--- src/hw/rtl/sscs_pkg.sv ---
package sscs_pkg;

  localparam int unsigned ByteW   = 8;
  localparam int unsigned DevW    = 3;
  localparam int unsigned NumberW = 16;
  localparam int unsigned RemW    = 14;  // holds 0..9999
  localparam int unsigned DigitW  = 4;
  localparam int unsigned StepW   = 3;   // up to eight bytes per run
  localparam int unsigned CfgIdxW = 3;

  localparam logic [RemW-1:0] MaxDisplay = 14'd9999;

  localparam logic [ByteW-1:0] ClearCmdReset     = 8'd118;
  localparam logic [ByteW-1:0] BrightCmdReset    = 8'd122;
  localparam logic [ByteW-1:0] ThousandsCmdReset = 8'd123;
  localparam logic [ByteW-1:0] HundredsCmdReset  = 8'd124;
  localparam logic [ByteW-1:0] TensCmdReset      = 8'd125;
  localparam logic [ByteW-1:0] UnitsCmdReset     = 8'd126;

  localparam logic [StepW-1:0] LastNumberStep = 3'd7;

  typedef enum logic [1:0] {
    OP_SHOW_NUMBER = 2'd0,
    OP_CLEAR       = 2'd1,
    OP_BRIGHTNESS  = 2'd2
  } op_e;

  typedef enum logic [CfgIdxW-1:0] {
    REG_CLEAR_CMD     = 3'd0,
    REG_BRIGHT_CMD    = 3'd1,
    REG_THOUSANDS_CMD = 3'd2,
    REG_HUNDREDS_CMD  = 3'd3,
    REG_TENS_CMD      = 3'd4,
    REG_UNITS_CMD     = 3'd5
  } reg_idx_e;

  typedef struct packed {
    logic [1:0]         operation;
    logic [NumberW-1:0] number;
    logic [ByteW-1:0]   brightness;
    logic [DevW-1:0]    device_select;
  } in_item_t;

  typedef struct packed {
    logic [ByteW-1:0] spi_byte;
    logic [DevW-1:0]  target_device;
    logic             last_byte;
  } out_item_t;

  // Index 0 of digit_cmd is the thousands position, 3 the units position.
  typedef struct packed {
    logic [ByteW-1:0]        clear_cmd;
    logic [ByteW-1:0]        bright_cmd;
    logic [3:0][ByteW-1:0]   digit_cmd;
  } cfg_t;

  function automatic logic [RemW-1:0] place_scale(input logic [1:0] pos);
    logic [RemW-1:0] scale;
    case (pos)
      2'd0:    scale = 14'd1000;
      2'd1:    scale = 14'd100;
      2'd2:    scale = 14'd10;
      default: scale = 14'd1;
    endcase
    return scale;
  endfunction

  function automatic logic [ByteW-1:0] seg_pattern(input logic [DigitW-1:0] digit);
    logic [ByteW-1:0] pat;
    case (digit)
      4'd0:    pat = 8'h3F;
      4'd1:    pat = 8'h06;
      4'd2:    pat = 8'h5B;
      4'd3:    pat = 8'h4F;
      4'd4:    pat = 8'h66;
      4'd5:    pat = 8'h6D;
      4'd6:    pat = 8'h7D;
      4'd7:    pat = 8'h07;
      4'd8:    pat = 8'h7F;
      4'd9:    pat = 8'h6F;
      default: pat = 8'h00;
    endcase
    return pat;
  endfunction

endpackage

--- src/hw/rtl/sscs_cfg_regs.sv ---
module sscs_cfg_regs (
  input  logic                             clk_i,
  input  logic                             rst_ni,
  input  logic                             cfg_we_i,
  input  logic [sscs_pkg::CfgIdxW-1:0]     cfg_idx_i,
  input  logic [sscs_pkg::ByteW-1:0]       cfg_wdata_i,
  output sscs_pkg::cfg_t                   cfg_o
);

  sscs_pkg::cfg_t cfg_q;

  // Indexes beyond the register list drop the write.
  always_ff @(posedge clk_i or negedge rst_ni) begin
    if (!rst_ni) begin
      cfg_q.clear_cmd    <= sscs_pkg::ClearCmdReset;
      cfg_q.bright_cmd   <= sscs_pkg::BrightCmdReset;
      cfg_q.digit_cmd[0] <= sscs_pkg::ThousandsCmdReset;
      cfg_q.digit_cmd[1] <= sscs_pkg::HundredsCmdReset;
      cfg_q.digit_cmd[2] <= sscs_pkg::TensCmdReset;
      cfg_q.digit_cmd[3] <= sscs_pkg::UnitsCmdReset;
    end else if (cfg_we_i) begin
      case (sscs_pkg::reg_idx_e'(cfg_idx_i))
        sscs_pkg::REG_CLEAR_CMD:     cfg_q.clear_cmd    <= cfg_wdata_i;
        sscs_pkg::REG_BRIGHT_CMD:    cfg_q.bright_cmd   <= cfg_wdata_i;
        sscs_pkg::REG_THOUSANDS_CMD: cfg_q.digit_cmd[0] <= cfg_wdata_i;
        sscs_pkg::REG_HUNDREDS_CMD:  cfg_q.digit_cmd[1] <= cfg_wdata_i;
        sscs_pkg::REG_TENS_CMD:      cfg_q.digit_cmd[2] <= cfg_wdata_i;
        sscs_pkg::REG_UNITS_CMD:     cfg_q.digit_cmd[3] <= cfg_wdata_i;
        default: ;
      endcase
    end
  end

  assign cfg_o = cfg_q;

endmodule

--- src/hw/rtl/sscs_digit_step.sv ---
module sscs_digit_step (
  input  logic [sscs_pkg::RemW-1:0]   rem_i,
  input  logic [1:0]                  pos_i,
  output logic [sscs_pkg::DigitW-1:0] digit_o,
  output logic [sscs_pkg::RemW-1:0]   rem_o
);

  logic [sscs_pkg::RemW-1:0] scale;
  logic [sscs_pkg::RemW-1:0] weight;

  assign scale = sscs_pkg::place_scale(pos_i);

  // Compare against every multiple of the place value; the largest one that
  // fits gives the digit and the remainder.
  always_comb begin
    digit_o = '0;
    rem_o   = rem_i;
    weight  = '0;
    for (int k = 1; k < 10; k++) begin
      weight = sscs_pkg::RemW'(scale * 4'(k));
      if (rem_i >= weight) begin
        digit_o = sscs_pkg::DigitW'(k);
        rem_o   = rem_i - weight;
      end
    end
  end

endmodule

--- src/hw/rtl/seven_segment_command_serializer_unit.sv ---
// Seven-segment display command serializer.
// Input channel: in_valid_i / in_stall_o / in_data_i carry one request beat
// (operation, number, brightness, device_select). Output channel:
// out_valid_o / out_stall_i / out_data_o carry one byte beat tagged with the
// target device and a last-byte mark. A beat moves when valid is high and
// stall is low.
// Show number yields 8 beats (position command, segment pattern, for each of
// thousands, hundreds, tens, units; values above 9999 show 9999). Clear
// yields 1 beat, brightness 2 beats. Operation code 3 yields nothing.
// Path: an accepted request is held in the item register, and each of its
// bytes then passes to the output register. Throughput: one output beat per
// cycle while out_stall_i is low; a request occupies the item register until
// its last byte moves into the output register, and the next request is taken
// in that same cycle, so runs follow each other with no gap.
// Each digit is found by a compare-and-subtract unit while its position
// command byte goes out.
// Stall: the output register holds its beat and the item register holds;
// the input stalls once the item register is busy.
// Reset: no beats in flight, command registers back to their defaults.
// Configuration: cfg_we_i, cfg_idx_i, cfg_wdata_i; write only while idle.
module seven_segment_command_serializer_unit (
  input  logic                           clk_i,
  input  logic                           rst_ni,
  input  logic                           cfg_we_i,
  input  logic [sscs_pkg::CfgIdxW-1:0]   cfg_idx_i,
  input  logic [sscs_pkg::ByteW-1:0]     cfg_wdata_i,
  input  logic                           in_valid_i,
  output logic                           in_stall_o,
  input  sscs_pkg::in_item_t             in_data_i,
  output logic                           out_valid_o,
  input  logic                           out_stall_i,
  output sscs_pkg::out_item_t            out_data_o
);

  sscs_pkg::cfg_t cfg;

  // Item register: control part
  logic                         busy_q, busy_d;
  logic [sscs_pkg::StepW-1:0]   step_q;
  // Item register: payload part
  logic [1:0]                   op_q;
  logic [sscs_pkg::RemW-1:0]    rem_q, rem_d;
  logic [sscs_pkg::ByteW-1:0]   bri_q;
  logic [sscs_pkg::DevW-1:0]    dev_q;
  logic [sscs_pkg::DigitW-1:0]  dig_q, dig_d;

  // Output register
  logic                         out_valid_q;
  sscs_pkg::out_item_t          out_q;

  logic                         load_en;
  logic                         emit;
  logic                         in_accept;
  logic [sscs_pkg::ByteW-1:0]   byte_sel;
  logic                         last_sel;
  logic [sscs_pkg::RemW-1:0]    in_rem;
  logic [sscs_pkg::DigitW-1:0]  step_digit;
  logic [sscs_pkg::RemW-1:0]    step_rem;

  sscs_cfg_regs u_cfg_regs (
    .clk_i       (clk_i),
    .rst_ni      (rst_ni),
    .cfg_we_i    (cfg_we_i),
    .cfg_idx_i   (cfg_idx_i),
    .cfg_wdata_i (cfg_wdata_i),
    .cfg_o       (cfg)
  );

  sscs_digit_step u_digit_step (
    .rem_i   (rem_q),
    .pos_i   (step_q[2:1]),
    .digit_o (step_digit),
    .rem_o   (step_rem)
  );

  // The output register takes a new beat when empty or when its beat leaves.
  assign load_en = !out_valid_q || !out_stall_i;
  assign emit    = busy_q && load_en;

  // Pick the byte for the current step of the run.
  always_comb begin
    byte_sel = '0;
    last_sel = 1'b1;
    case (sscs_pkg::op_e'(op_q))
      sscs_pkg::OP_SHOW_NUMBER: begin
        // even steps: position command; odd steps: pattern of the digit found
        if (!step_q[0]) begin
          byte_sel = cfg.digit_cmd[step_q[2:1]];
        end else begin
          byte_sel = sscs_pkg::seg_pattern(dig_q);
        end
        last_sel = (step_q == sscs_pkg::LastNumberStep);
      end
      sscs_pkg::OP_CLEAR: begin
        byte_sel = cfg.clear_cmd;
        last_sel = 1'b1;
      end
      sscs_pkg::OP_BRIGHTNESS: begin
        byte_sel = step_q[0] ? bri_q : cfg.bright_cmd;
        last_sel = step_q[0];
      end
      default: begin
        byte_sel = '0;
        last_sel = 1'b1;
      end
    endcase
  end

  // Take a new request once the current run has handed over its last byte.
  assign in_stall_o = busy_q && !(emit && last_sel);
  assign in_accept  = in_valid_i && !in_stall_o;

  assign in_rem = (in_data_i.number > sscs_pkg::NumberW'(sscs_pkg::MaxDisplay))
                ? sscs_pkg::MaxDisplay
                : in_data_i.number[sscs_pkg::RemW-1:0];

  always_comb begin
    busy_d = busy_q;
    rem_d  = rem_q;
    dig_d  = dig_q;
    if (in_accept) begin
      // an unused operation code produces no run
      busy_d = (in_data_i.operation != sscs_pkg::OP_SHOW_NUMBER) &&
               (in_data_i.operation != sscs_pkg::OP_CLEAR) &&
               (in_data_i.operation != sscs_pkg::OP_BRIGHTNESS) ? 1'b0 : 1'b1;
      rem_d  = in_rem;
    end else if (emit) begin
      busy_d = !last_sel;
      if ((sscs_pkg::op_e'(op_q) == sscs_pkg::OP_SHOW_NUMBER) && !step_q[0]) begin
        dig_d = step_digit;
        rem_d = step_rem;
      end
    end
  end

  always_ff @(posedge clk_i or negedge rst_ni) begin
    if (!rst_ni) begin
      busy_q      <= 1'b0;
      step_q      <= '0;
      out_valid_q <= 1'b0;
    end else begin
      busy_q <= busy_d;
      if (in_accept) begin
        step_q <= '0;
      end else if (emit) begin
        step_q <= sscs_pkg::StepW'(step_q + 1'b1);
      end
      if (load_en) begin
        out_valid_q <= emit;
      end
    end
  end

  always_ff @(posedge clk_i) begin
    rem_q <= rem_d;
    dig_q <= dig_d;
    if (in_accept) begin
      op_q  <= in_data_i.operation;
      bri_q <= in_data_i.brightness;
      dev_q <= in_data_i.device_select;
    end
    if (emit) begin
      out_q.spi_byte      <= byte_sel;
      out_q.target_device <= dev_q;
      out_q.last_byte     <= last_sel;
    end
  end

  assign out_valid_o = out_valid_q;
  assign out_data_o  = out_q;

endmodule

--- config.mk ---
export PLATFORM = sky130hd
export DESIGN_NAME = seven_segment_command_serializer_unit
export DESIGN_NICKNAME = d
export VERILOG_FILES = /design/src/hw/rtl/sscs_pkg.sv /design/src/hw/rtl/sscs_cfg_regs.sv /design/src/hw/rtl/sscs_digit_step.sv /design/src/hw/rtl/seven_segment_command_serializer_unit.sv
export SDC_FILE = /design/constraint.sdc
export NUM_CORES = 1
export LEC_CHECK = 0
export ABC_AREA = 1
export ABC_CLOCK_PERIOD_IN_PS = 6410
export BUFFER_PORTS_ARGS = -buffer_cell sky130_fd_sc_hd__buf_2
export CORE_UTILIZATION = 52
export DETAILED_ROUTE_END_ITERATION = 10
export PLACE_DENSITY = 0.73
export SLEW_MARGIN = 20
export SYNTH_ARGS = -nofsm -noshare
export SYNTH_HDL_FRONTEND = slang
export SYNTH_SLANG_ARGS = --single-unit
--- constraint.sdc ---
create_clock -name clk_i -period 6.41 [get_ports clk_i]
set_input_delay 0.641 -clock clk_i [delete_from_list [all_inputs] [get_ports clk_i]]
set_output_delay 0.641 -clock clk_i [all_outputs]
set_load 0.02 [all_outputs]
==> results list <==
- Drt drc: 0
* Count of warnings emitted by yosys: 0
- Classification of the worst-slack hold path: in2async
* Setup WS post-layout: roughly 1000 ps
- Area of the core: roughly 19000 um^2
- After detailed placement, the total cell area comes to 10700 um^2.
- For this run, the total global-route usage over all layers was measured as 0.371.
- Category of the worst setup path launch point: flop
- Most used standard cell by instance count after synthesis: nand2_1
- Worst setup path class: reg2reg
* Postcts setup bufs: 0
- Root buf cell: clkbuf_16
- Synthesis produced a netlist whose cell count is around 1.5k.
* First-pass iteration count of the detailed router: 6
- Number of antenna diodes: 0
* Max H-tree Level: 3
- The routed design has roughly 37000 um of wire.
* Final standard cell utilization of the core: 0.579
* Synthesized cell area: 10200 um^2
- Run status: finished clean
- Of the available clock period, the critical path in the final layout requires 0.844.
- Via-per-instance ratio: between 6 and 7
- In this run the tool buffered the top-level ports with just under 60 buffer cells.
- Basic-gate share of the synthesized area counting and, or, nand and nor cells: 0.306
* CTS tree: done
* Max-slew violation total from the final report: 0
- Synthesis produced a netlist with a net count of around 1.6k.
- The die is 142 um wide.
* Number of distinct standard cells referenced by the synthesized netlist: 55
- For the pin with the worst max-slew slack, the measured transition is just over 1000 ps.
* Primary flip-flop cell chosen by synthesis mapping: edfxtp_1
- Post-CTS Hold Buffers: 0
* Total global routing overflow: 0
* Fmax: approximately 180 MHz
* Hold Violations, Final: 0
- Adding up every negative setup slack in the final design gives 0 ps.
* Post-synthesis sequential area ratio: 0.262
* Routed WL per cell: 20.6 um
- Across all layers, the routed design uses 10.8k vias.
- The synthesized design spends more area on one cell type than any other, namely nand2_1.
- The floorplan step defined a die boundary enclosing 20100 um^2.
- Setup violations remaining at the end of the flow were counted as 0.
- HPWL Detailed: just under 30000 um
- STA classifies the critical path endpoint as a flop.
* Number of clock sinks: 96
- Of the post-synthesis cell area, the part taken by muxes is 0.
* Post-CTS sizing: 0
- After the last flow step, the layout net total stands at between 1.5k and 2k.
* Drt initial violations: between 1k and 1.5k
- Initial cell density of the core: 0.537
* Clock-pin slew on the worst setup and hold paths: ~70 ps
- Count of flip-flops with a built-in enable after synthesis: 43
- Die extent in y: approximately 140 um
- Share of the synthesized area in compound gates (AO/OA/AOI/OAI): 0.181
* Relative slew slack: 0.323
* Antenna violations before repair: 0
- Data arrives at the worst endpoint at about 5400 ps.
- Setup repair after global routing left no endpoint under its margin.
- From synthesis to final layout, the design area changed by 7.74%.
- Synthesis inferred 96 register bits.
- The floorplan has 50 rows.
- Of the total synthesized cell area, the portion taken by full adders, half adders and majority gates is 0.111.
- CTS Buf Count: 9
- Subtracting the final worst setup slack from the clock period gives between 5000 and 6000 ps.
- The clock arrives with approximately 12 ps of skew.
- After synthesis, the largest family of logic cells by area is simple AND/OR/NAND/NOR gates.
- Of the cells placed in the final design, the portion with a size suffix greater than 1 is 0.113.
- Gp weighted congestion: ~1.1
- Asr flop ratio synth: 0.552
* Number of global-route vias before repair: 9751
* Post-placement setup slack: around 1100 ps
- Share of Yosys cell area claimed by the top area cell type: 0.149
- After filler insertion, the fill cell instance count of the layout stands at 1910.
- Top post-synthesis cells by count: nand2_1, inv_1, nor2_1
* Average instance area after synthesis: 6.79 um^2
* Share of the synthesized netlist area taken by xor and xnor gates: 0.0613
* I/O pin total: between 50 and 60
- The clock reaches the later pin of the worst-skew pair after 350 ps.
- Critical Path Fanout Max: 29
* Biggest area contributors in the synthesized netlist: nand2_1, edfxtp_1, ha_1
- The count of nets left with antenna violations once routing finished came out at 0.
- Number of max-cap violations: 0
- Deepest clock path buffer count: 2
- STA puts the critical path data required time at about 6400 ps.
* Final cell area excluding filler cells: ~11000 um^2
* Wire length of the first global-routing pass: between 50000 and 60000 um
- Entering global routing, the biggest net connects 54 pins.
flip-flops by register name (all words and copies together) (netlist names):
signal and flops:
bri_q 8, out_data_o 12, rem_q 14, op_q 2, dev_q 3, dig_q 4, out_valid_o 1, u_cfg_regs.cfg_o 48
step_q 3, busy_q 1
per-layer routing:
metal | global-route usage | routed length [um] | share of wire | up-vias
met2 | 0.538 | 15300 | 0.41 | 610
met1 | 0.522 | 16000 | 0.43 | 4995
li1 | - | - | - | 5099
met3 | 0.109 | 4470 | 0.12 | 99
met5 | 0 | 0 | 0 | -
met4 | 0.127 | 1360 | 0.037 | 0
cell usage in the layout (no fill, tap or decap), types with 4 or more instances in the layout:
| cell | n |
|---|---|
| a31oi_1 | 13 |
| nand3_2 | 5 |
| nand2_4 | 7 |
| xnor2_1 | 18 |
| nand3_1 | 93 |
| buf_2 | 58 |
| ha_1 | 79 |
| o21ai_1 | 14 |
| o22ai_1 | 9 |
| inv_2 | 12 |
| o21ai_0 | 127 |
| nor2_1 | 134 |
| dfrtp_1 | 20 |
| inv_1 | 142 |
| nand4_1 | 20 |
| nor2_2 | 5 |
| edfxtp_1 | 43 |
| o2111ai_1 | 10 |
| buf_4 | 13 |
| fa_1 | 7 |
| or2_2 | 7 |
| nor4_1 | 4 |
| inv_6 | 4 |
| nand3_4 | 4 |
| nand2_1 | 404 |
| o211ai_1 | 7 |
| xor2_1 | 53 |
| nor3_1 | 16 |
| dfstp_2 | 33 |
| clkbuf_16 | 9 |
| o21bai_1 | 7 |
| a21oi_1 | 122 |
worst paths after layout:
path / start / to / slack (ps) / cells past startpoint
worst max-delay path: step_q[2] / rem_q[3] / 1000 / 20
worst min-delay path: rst_ni / busy_q / 420 / 2
worst max register to register: step_q[2] / rem_q[3] / 1000 / 20
worst min register to register: dev_q[0] / out_data_o[1] / 430 / 0
max in group asynchronous: rst_ni / u_cfg_regs.cfg_o[2] / 5530 / 2
min in group clk_i: dev_q[0] / out_data_o[1] / 430 / 0
through the flow:
stage	hold WS (ps)	cells
2_1_floorplan	345	1496
3_3_place_gp	404	1784
3_5_place_dp	410	1784
4_1_cts	433	1800
5_1_grt	435	1800
6_report	416	1800
area by class of cell:
cell class              count  area, um^2  area share
clock buffers               9         225      0.0206
clock inverters             7        58.8     0.00538
inverters                 157         589      0.0539
multi-input cells        1200        6690       0.612
flip-flops and latches     96        2660       0.243
well taps                 260         325      0.0297
repair buffers             71         388      0.0355
logic make-up after synthesis:
kind of cell / Yosys count
DFF: 96
adders and majority gates: 86
AOI/OAI and AO/OA: 330
and+or+nand+nor: 713
xor gates and xnor gates: 71
buffers and inverters: 200
worst max-delay path, stage by stage, from the launching register on:
cell and delay, ps:
dfrtp_1 640, clkinv_1 450, ha_1 470, or2_1 390, xor2_1 200, fa_1 450, xnor2_1 150, ha_1 370
nand2_1 120, nor4_1 290, nand3_1 110, nor2_1 110, o21ai_1 80, nand2_1 60, buf_4 320, nor3_1 110
nand4_1 110, o21ai_1 80, inv_2 90, nand2_1 50, inv_1 380
Power is not shown: default switching activity piles up to over one toggle a cycle in this logic, so the estimate is an artifact.
